--- src/linear_hash_table_assert.svh ---
// Assertion macros shared by the RTL.
`ifndef LINEAR_HASH_TABLE_ASSERT_SVH
`define LINEAR_HASH_TABLE_ASSERT_SVH

// Same-cycle implication, checked out of reset.
`define LHT_ASSERT_IMP(lbl, clk, rst_n, ante, cons) \
  lbl: assert property (@(posedge clk) disable iff (!rst_n) (ante) |-> (cons)) \
    else $error("implication check failed");

// Next-cycle implication, checked out of reset.
`define LHT_ASSERT_NXT(lbl, clk, rst_n, ante, cons) \
  lbl: assert property (@(posedge clk) disable iff (!rst_n) (ante) |=> (cons)) \
    else $error("next-cycle check failed");

`endif

--- src/lht_ram.sv ---
`default_nettype none

module lht_ram #(
  parameter int WIDTH = 8,
  parameter int DEPTH = 16
) (
  input  wire logic                     clk_i,
  input  wire logic                     we_i,
  input  wire logic [$clog2(DEPTH)-1:0] waddr_i,
  input  wire logic [WIDTH-1:0]         wdata_i,
  input  wire logic [$clog2(DEPTH)-1:0] raddr_i,
  output logic      [WIDTH-1:0]         rdata_o
);

  logic [WIDTH-1:0] mem [DEPTH];

  always_ff @(posedge clk_i) begin
    if (we_i) begin
      mem[waddr_i] <= wdata_i;
    end
    rdata_o <= mem[raddr_i];
  end

endmodule

`default_nettype wire
--- config.mk ---
export PLATFORM = sky130hd
export DESIGN_NAME = lht_ram
export DESIGN_NICKNAME = d
export VERILOG_FILES = /design/src/linear_hash_table_assert.svh /design/src/lht_ram.sv
export SDC_FILE = /design/constraint.sdc
export NUM_CORES = 1
export LEC_CHECK = 0
export ABC_CLOCK_PERIOD_IN_PS = 2500
export BUFFER_PORTS_ARGS = -buffer_cell sky130_fd_sc_hd__buf_2
export CAP_MARGIN = 5
export CORE_ASPECT_RATIO = 1.2
export CORE_MARGIN = 3
export CORE_UTILIZATION = 60
export CTS_CLUSTER_DIAMETER = 60
export DETAILED_ROUTE_END_ITERATION = 6
export GPL_ROUTABILITY_DRIVEN = 0
export PLACE_DENSITY = 0.77
export SYNTH_ARGS = -nofsm -noshare
export SYNTH_HDL_FRONTEND = slang
export SYNTH_SLANG_ARGS = --single-unit
--- constraint.sdc ---
create_clock -name clk_i -period 2.5 [get_ports clk_i]
set_clock_uncertainty 0.2 [all_clocks]
set_input_delay 0.25 -clock clk_i [delete_from_list [all_inputs] [get_ports clk_i]]
set_output_delay 0.25 -clock clk_i [all_outputs]
set_load 0.01 [all_outputs]
---- After elaboration in Yosys (flattened, before gate mapping) ----
Memories as Yosys holds them, arrays and structs flattened. A register that Yosys moved wholly into a read port is not among the register bits.
Cells that the tools add are included.
storage, ports and cells
  bits in registers ....................... 0
  memory bits (writable) .................. 128
  input port bits ......................... 18
  output and inout port bits .............. 8
  logic and storage cells ................. 3
  memories ................................ 1
operators by class
  mux-type cells .......................... 2
memory list
  memory  depth  width  read ports  clocked after memory_dff  wr ports  line           RTL
  mem     16     8      1           1                         1         lht_ram.sv:15  logic [WIDTH-1:0] mem [DEPTH];
operators by type and width
  kind     count
  $mux W1  2

---- Depth between registers and ports, before layout ----
Gate-level depths: netlist of run 1.
  word-level depth ........................ 2
  mapped depth ............................ 5
  depth with buffers taken out ............ 3

---- Worst setup path after synthesis of run 1 ----
No wires, ideal clock.
  path kind ............................... input port to flip-flop
  start ................................... input waddr_i[2]
  end ..................................... memory mem[0][0] (enable)
  library setup time ...................... 0.383 ns
  data arrival time ....................... 1.360 ns
  required time ........................... 1.917 ns
  setup slack ............................. 0.557 ns
  stages on the path ...................... 2
  buffers on the path ..................... 0
  cell sequence ........................... or3b_2 -> nor3_1
RTL lines
  item             line           RTL
  start, declared  lht_ram.sv:9   input wire logic [$clog2(DEPTH)-1:0] waddr_i,
  end, declared    lht_ram.sv:15
No word-level cell before the write port.

==> results of run 1 <==
==> cells in the mapped netlist <==
cell / number / area share [%]
edfxtp_1: 128 / 75
mux4_2: 18 / 7.9
a22oi_1: 16 / 2.3
mux4_1: 14 / 7.1
nor2_1: 13 / 0.95
nand2_1: 9 / 0.66
dfxtp_1: 8 / 3.1
nor3_1: 4 / 0.39
buf_2: 3 / 0.29
buf_6: 3 / 0.66
clkdlybuf4s25_2: 3 / 0.58
nand2b_1: 2 / 0.24
nand3b_1: 2 / 0.29
and2_1: 1 / 0.12
and2b_1: 1 / 0.15
buf_4: 1 / 0.15
nand3_1: 1 / 0.097
nor2b_1: 1 / 0.12
or3b_2: 1 / 0.17
==> worst max-delay path by stage <==
stage               slack [ps]  depth (start not counted)  startpoint         end
floorplan                  560                          2  waddr_i[2]   mem[0][0]
CTS                        950                          3   mem[2][3]  rdata_o[3]
global route               880                          3   mem[0][0]  rdata_o[0]
global placement           600                          5  raddr_i[0]  rdata_o[5]
detailed placement         590                          5  raddr_i[0]  rdata_o[5]
finish                     950                          3   mem[2][5]  rdata_o[5]
==> metrics by stage <==
step	util, %	power, mW
detailed placement	66.68	2.848
CTS	74.51	5.186
global placement	66.68	2.838
floorplan	-	2.744
global route	74.51	5.325
finish	74.51	5.156
==> critical path, stage by stage (launching register included) <==
cell and delay [ps]:
edfxtp_1 370, mux4_1 500, a22oi_1 290, nand2_1 80
==> metal layers <==
layer,global-route usage [%],up-vias
met5,0,-
met4,11.82,0
met3,6.713,27
met2,37.04,92
met1,29.52,1279
li1,-,1094
==> power groups by stage <==
stage	Sequential [mW]	Clock, mW	Combinational [mW]
final	2.57	2.34	0.248
after global routing	2.57	2.49	0.269
after CTS	2.57	2.37	0.251
after detailed placement	2.61	0	0.237
after global placement	2.61	0	0.228
after floorplan	2.61	0	0.129
==> cell type report <==
| cell class | count | area (µm²) |
|---|---|---|
| clock buffer | 24 | 470.5 |
| clock inverter | 8 | 95.09 |
| fill | 478 | 2101 |
| multi-input combinational | 83 | 1057 |
| sequential | 136 | 4004 |
| tap | 114 | 142.6 |
| timing repair buffer | 52 | 372.9 |
==> logic make-up after synthesis <==
kind of cell | after synthesis
compound gates | 16
buf+inv | 10
flops | 136
mux | 32
simple gates | 35
==> registers in the layout (all words and copies together), names as in the netlist <==
signal   count
mem        128
rdata_o      8
==> timing repair <==
action / CTS / global route
endpoints found under the hold margin: 128 / 0
setup endpoints to repair: 0 / 0
hold buffers: 8 / 0
==> flow_metrics.env, run 1 <==
export IMPL_outcome="completed"
export IMPL_arrival_ps=1760
export IMPL_critPathRequiredTime_ps=2710
export IMPL_min_delay_path_depth=3
export IMPL_final_cell_mix="128 x edfxtp_1, 25 x buf_2, 18 x mux4_2"
export IMPL_cts_buffer_depth=2
export IMPL_dp_cells=377
export IMPL_pre_cts_ws_ps=594.1
export IMPL_cts_sinks=136
export IMPL_start_util_pct=62.45
export IMPL_crit_type="flip-flop to flip-flop"
export IMPL_routed_wl_met2_um=5026
export IMPL_antenna_found_initial=0
export IMPL_hold_viol_final=0
export IMPL_top_layer_used="met4"
export IMPL_clockRootBuffer="clkbuf_8"
export IMPL_cts_tree="yes"
export IMPL_endpoint_kind="flip-flop"
export IMPL_clk_pin_slew_ps=60
export IMPL_ff2ff_setup_slack_ps=950
export IMPL_final_common_cell="edfxtp_1"
export IMPL_ios=26
export IMPL_min_path_type="input pin to flip-flop"
export IMPL_start_kind="flip-flop"
export IMPL_overflow=0
export IMPL_syn_nets=247
export IMPL_syn_inst=229
export IMPL_grt_max_degree=33
export IMPL_avgSynthCellArea_um2=22.48
export IMPL_p_seq_share_pct=49.8
export IMPL_min_period_ps=1549
export IMPL_routed_via_density=5.976
export IMPL_leakage_nw=2.113
export IMPL_setup_viol=0
export IMPL_wl_met1_um=3891
export IMPL_numPortBuffers=25
export IMPL_drive_gt1_share_pct=30.03
export IMPL_max_vdd_ir_drop_mv=0.7006
export IMPL_antenna_cells=0
export IMPL_clk_latency_ps=530
export IMPL_core_um2=8243
export IMPL_path_max_fanout=1
export IMPL_p_int_mw=4.150
export IMPL_post_dp_cell_area_um2=5497
export IMPL_wl_met3_um=609
export IMPL_synth_yosys_seq_area_share_pct=77.78
export IMPL_drv_slew=0
export IMPL_p_sw_mw=1.006
export IMPL_r2r_end="rdata_o[5]"
export IMPL_drt_pass1_iter_count=4
export IMPL_whs_ps=102.0
export IMPL_synth_compound_area_share_pct=2.333
export IMPL_die_w_um=90.56
export IMPL_final_cells=417
export IMPL_ant_nets=0
export IMPL_maxCapViolCount=0
export IMPL_hold_path_end="mem[4][1]"
export IMPL_drt_iter0_drc=218
export IMPL_synth_top_family_by_area="multiplexers"
export IMPL_synthAdderAreaFrac_pct=0
export IMPL_setup_ws_ps=950.9
export IMPL_fmax_ghz=0.6455
export IMPL_finalCritPeriodShare_pct=61.96
export IMPL_swShare_pct=19.50
export IMPL_slew_headroom_pct=47.69
export IMPL_timing_rr_start="mem[2][5]"
export IMPL_postCtsSetupRepairBufs=0
export IMPL_drc=0
export IMPL_area_growth_syn_to_layout_pct=19.32
export IMPL_rows=36
export IMPL_wirelength_um=9782
export IMPL_cts_made_buffers=17
export IMPL_muxShareOfSynthArea_pct=15.02
export IMPL_h_tree_depth=4
export IMPL_dieHeight_um=107.5
export IMPL_ctsResizeCount=0
export IMPL_synth_simple_gate_area_share_pct=3.184
export IMPL_wl_per_cell_um=23.46
export IMPL_synth_xor_xnor_area_share_pct=0
export IMPL_grt_usage_pct=23.24
export IMPL_final_cell_area_um2=6142
export IMPL_tightest_slew_ps=783.1
export IMPL_dieArea_um2=9731
export IMPL_power_density_nw_per_um2=839.4
export IMPL_yosys_cell_types_count=19
export IMPL_dp_hpwl_um=5862
export IMPL_ff2ff_path_depth=3
export IMPL_grt_pass1_wl_um=15650
export IMPL_tns_ps=0
export IMPL_ys_ff_latch=136
export IMPL_power_frac_clock_pct=45.4
export IMPL_netlist_area_um2=5147
export IMPL_grt_setup_unrepaired="no"
export IMPL_combPwrFrac_pct=4.8
export IMPL_hold_path_startpoint="waddr_i[0]"
export IMPL_grt_pass1_vias=2708
export IMPL_synth_warnings=0
export IMPL_num_vias=2492
export IMPL_fin_nets=308
Note: power is estimated with default switching activity, not from simulation.
==> run 2: changes to the inputs <==
Settings changed: ABC_CLOCK_PERIOD_IN_PS 2500 to 1500.
Clock period 2.5 ns to 1.5 ns, I/O delays scaled along.
==> flow_metrics.env, run 2 (synthesized netlist as in run 1, its figures left out) <==
export IMPL_dieArea_um2=9731
export IMPL_overflow=0
export IMPL_crit_type="flip-flop to flip-flop"
export IMPL_path_max_fanout=1
export IMPL_swShare_pct=19.77
export IMPL_drt_iter0_drc=266
export IMPL_whs_ps=49.48
export IMPL_clk_latency_ps=520
export IMPL_ios=26
export IMPL_post_dp_cell_area_um2=5634
export IMPL_area_growth_syn_to_layout_pct=22.58
export IMPL_clockRootBuffer="clkbuf_8"
export IMPL_outcome="completed"
export IMPL_setup_viol=0
export IMPL_max_vdd_ir_drop_mv=1.046
export IMPL_antenna_found_initial=0
export IMPL_setup_ws_ps=19.33
export IMPL_p_sw_mw=1.692
export IMPL_die_w_um=90.56
export IMPL_postCtsSetupRepairBufs=0
export IMPL_drive_gt1_share_pct=38.87
export IMPL_min_path_type="input pin to flip-flop"
export IMPL_wl_per_cell_um=22.42
export IMPL_dieHeight_um=107.5
export IMPL_fin_nets=324
export IMPL_slew_headroom_pct=42.93
export IMPL_grt_pass1_vias=2669
export IMPL_fmax_ghz=0.6754
export IMPL_grt_pass1_wl_um=15230
export IMPL_tightest_slew_ps=852.9
export IMPL_cts_sinks=136
export IMPL_drt_pass1_iter_count=4
export IMPL_arrival_ps=1680
export IMPL_largest_reg_flops=128
export IMPL_largest_register="mem"
export IMPL_start_kind="flip-flop"
export IMPL_grt_usage_pct=22.38
export IMPL_combPwrFrac_pct=5.5
export IMPL_total_power_mw=8.557
export IMPL_rows=36
export IMPL_wirelength_um=9710
export IMPL_numPortBuffers=25
export IMPL_h_tree_depth=4
export IMPL_cts_made_buffers=17
export IMPL_final_cell_area_um2=6310
export IMPL_core_um2=8243
export IMPL_start_util_pct=62.45
export IMPL_clk_pin_slew_ps=60
export IMPL_drc=0
export IMPL_ant_nets=0
export IMPL_dp_hpwl_um=6215
export IMPL_pre_cts_ws_ps=-253.2
export IMPL_cts_tree="yes"
export IMPL_p_int_mw=6.865
export IMPL_routed_via_density=5.915
export IMPL_endpoint_kind="flip-flop"
export IMPL_final_cell_mix="128 x edfxtp_1, 28 x buf_4, 26 x mux4_2"
export IMPL_drv_slew=0
export IMPL_power_frac_clock_pct=44.6
export IMPL_antenna_cells=0
export IMPL_power_density_nw_per_um2=1356
export IMPL_p_seq_share_pct=50.0
export IMPL_cts_buffer_depth=2
export IMPL_grt_max_degree=22
export IMPL_maxCapViolCount=0
export IMPL_grt_setup_unrepaired="yes"
export IMPL_top_regs="mem: 128 flops, rdata_o: 8 flops"
export IMPL_final_common_cell="edfxtp_1"
export IMPL_hold_viol_final=0
export IMPL_critPathRequiredTime_ps=1700
export IMPL_finalCritPeriodShare_pct=98.71
export IMPL_min_period_ps=1481
export IMPL_leakage_nw=2.169
export IMPL_num_vias=2561
run 2: cell count changes in the layout (fill, tap and decap cells not counted), sizes merged:
cell,previous run,this run
buf,44,57
dlygate4sd3,8,11
clkinv,4,6
clkbuf,24,23
clkinvlp,2,1
run 2: repair_timing:
action                                  CTS  global route
hold buffers                             11             0
resized for setup                         6            12
pin swaps                                 1             5
endpoints found under the hold margin   144             0
endpoints found under the setup margin    5             7
run 2: path summary, 6_finish.rpt:
path / startpoint / to / slack [ps] / cells after the start
hold reg to reg: mem[15][0] / rdata_o[0] / 470 / 3
setup reg to reg: mem[6][7] / rdata_o[7] / 20 / 3
setup / recovery: mem[6][7] / rdata_o[7] / 20 / 3
hold / removal: raddr_i[3] / rdata_o[4] / 50 / 4
run 2: layout make-up:
| cell class | instances | area (µm²) |
|---|---|---|
| well taps | 114 | 142.6 |
| repair buffers | 68 | 525.5 |
| clock buffers | 23 | 446.7 |
| clock inverters | 9 | 101.3 |
| fillers | 428 | 1933 |
| flip-flops and latches | 136 | 4004 |
| multi-input cells | 83 | 1090 |
run 2: worst max-delay path: stages, from the launching register on:
cell	delay (ps)
edfxtp_1	400
mux4_2	490
a22oi_1	200
nand2_1	80
run 2: layer usage:
layer / vias up / global-route usage (%) / wire (µm)
met5: - / 0 / 0
li1: 1122 / - / -
met1: 1306 / 30.33 / 3989
met2: 109 / 33.23 / 4812
met4: 0 / 11.49 / 282
met3: 24 / 6.993 / 625
run 2: through the flow:
step / std cells / TNS, ps / utilization (%)
after floorplan: 229 / -3583 / -
after global placement: 390 / -4957 / 68.35
after detailed placement: 390 / -6311 / 68.35
after CTS: 433 / 0 / 76.49
after global routing: 433 / -25.74 / 76.55
final: 433 / 0 / 76.55
run 2: power by group through the flow:
stage          Clock [mW]  Sequential [mW]  Combinational, mW
5_1_grt              4.03             4.28              0.505
3_3_place_gp            0             4.35              0.418
2_1_floorplan           0             4.36              0.217
4_1_cts              3.86             4.28              0.460
6_report             3.81             4.28              0.467
3_5_place_dp            0             4.35              0.427
==> run 3: changes to the inputs <==
Settings changed: RECOVER_POWER set to 25.
==> flow_metrics.env, run 3 (synthesized netlist as in run 1, its figures left out) <==
export IMPL_area_growth_syn_to_layout_pct=22.44
export IMPL_arrival_ps=1670
export IMPL_slowest_delay_ps=490
export IMPL_start_util_pct=62.45
export IMPL_tns_ps=0
export IMPL_maxCapViolCount=0
export IMPL_clk_latency_ps=510
export IMPL_antenna_found_initial=0
export IMPL_postCtsSetupRepairBufs=0
export IMPL_core_um2=8243
export IMPL_hold_viol_final=0
export IMPL_r2r_end="rdata_o[7]"
export IMPL_power_density_nw_per_um2=1357
export IMPL_grt_setup_unrepaired="yes"
export IMPL_cts_buffer_depth=2
export IMPL_routed_via_density=5.885
export IMPL_rows=36
export IMPL_min_path_type="input pin to flip-flop"
export IMPL_drive_gt1_share_pct=36.99
export IMPL_grt_max_degree=22
export IMPL_fmax_ghz=0.6761
export IMPL_finalCritPeriodShare_pct=98.61
export IMPL_setup_ws_ps=20.90
export IMPL_tightest_slew_ps=861.0
export IMPL_timing_rr_start="mem[6][7]"
export IMPL_crit_type="flip-flop to flip-flop"
export IMPL_largest_reg_flops=128
export IMPL_h_tree_depth=4
export IMPL_grt_pass1_vias=2669
export IMPL_die_w_um=90.56
export IMPL_endpoint_kind="flip-flop"
export IMPL_numPortBuffers=25
export IMPL_pre_cts_ws_ps=-253.2
export IMPL_cp_cell_sequence="mux4_2 -> a22oi_1 -> nand2_1"
export IMPL_ff2ff_path_depth=3
export IMPL_fillerInstances=431
export IMPL_cts_tree="yes"
export IMPL_dieArea_um2=9731
export IMPL_largest_register="mem"
export IMPL_dieHeight_um=107.5
export IMPL_setup_viol=0
export IMPL_ff2ff_setup_slack_ps=20
export IMPL_cts_made_buffers=17
export IMPL_final_common_cell="edfxtp_1"
export IMPL_cts_sinks=136
export IMPL_wirelength_um=9692
export IMPL_outcome="completed"
export IMPL_fin_nets=324
export IMPL_drt_iter0_drc=271
export IMPL_clockRootBuffer="clkbuf_8"
export IMPL_dp_hpwl_um=6215
export IMPL_final_cell_mix="128 x edfxtp_1, 28 x buf_4, 26 x mux4_2"
export IMPL_ant_nets=0
export IMPL_drv_slew=0
export IMPL_start_kind="flip-flop"
export IMPL_max_vdd_ir_drop_mv=1.045
export IMPL_critPathRequiredTime_ps=1700
export IMPL_hold_path_startpoint="raddr_i[3]"
export IMPL_cp_slowest_cell="mux4_2"
export IMPL_leakage_nw=2.153
export IMPL_grt_pass1_wl_um=15230
export IMPL_antenna_cells=0
export IMPL_top_regs="mem: 128 flops, rdata_o: 8 flops"
export IMPL_overflow=0
export IMPL_clk_pin_slew_ps=60
export IMPL_min_period_ps=1479
export IMPL_drt_pass1_iter_count=4
export IMPL_grt_usage_pct=22.38
export IMPL_wl_per_cell_um=22.38
export IMPL_path_max_fanout=1
export IMPL_hold_path_end="rdata_o[4]"
export IMPL_slew_headroom_pct=42.39
export IMPL_drc=0
export IMPL_min_delay_path_depth=4
export IMPL_ios=26
export IMPL_num_vias=2548
[run 3: changes by cell type in the layout (fill, tap and decap cells not counted), sizes merged]
cell | before | now
buf | 57 | 51
clkbuf | 23 | 29
[run 3: repair_timing]
| action | 4_1_cts | 5_1_grt |
|---|---|---|
| pin swaps | 1 | 5 |
| gates resized for setup | 6 | 12 |
| endpoints found under the hold margin | 144 | 0 |
| endpoints found under the setup margin | 5 | 7 |
| hold buffers | 11 | 0 |
[run 3: how the worst max path moves through the flow]
stage,cells past startpoint,endpoint,startpoint,slack (ps)
after floorplan,2,mem[3][0],waddr_i[2],-120
after global placement,6,rdata_o[7],raddr_i[0],-260
after detailed placement,6,rdata_o[7],raddr_i[0],-250
after CTS,3,rdata_o[1],mem[1][1],0.8
after global routing,3,rdata_o[4],mem[3][4],-20
final,3,rdata_o[7],mem[6][7],20
[run 3: layer usage]
metal  vias to the layer above  GRT usage, %  part of all wire, %
li1                       1119             -                    -
met1                      1303         30.33                   40
met2                       106         33.23                   51
met3                        20         6.993                  7.0
met4                         0         11.49                  2.1
met5                         -             0                    0
[run 3: through the flow]
stage          utilization (%)  hold WS (ps)  total power [mW]  cells  area [µm²]
6_report                 76.46         54.80             8.549    433        6302
5_1_grt                  76.46         44.62             8.814    433        6302
4_1_cts                  76.49         26.38             8.596    433        6305
3_5_place_dp             68.35         336.5             4.779    390        5634
3_3_place_gp             68.35         336.2             4.765    390        5634
2_1_floorplan                -         48.87             4.574    229        5162
[run 3: worst max-delay path, delay by kind of cell (launching register included)]
kind | cells | cell delay [ps]
AO/OA/AOI/OAI | 1 | 200
multiplexers | 1 | 490
AND/OR/NAND/NOR | 1 | 80
flip-flops | 1 | 400
[run 3: power by group]
group / total [mW] / switching, mW / internal [mW]
combinational: 0.465 / 0.245 / 0.220
clock: 3.81 / 1.41 / 2.39
sequential: 4.28 / 0.0259 / 4.25
[run 3: area by class of cell]
cell class	count	area, µm²	area share, %
clock inverter	9	101.3	1.608
clock buffer	23	446.7	7.088
multi-input combinational	83	1090	17.29
tap	114	142.6	2.263
sequential	136	4004	63.53
timing repair buffer	68	518.0	8.219
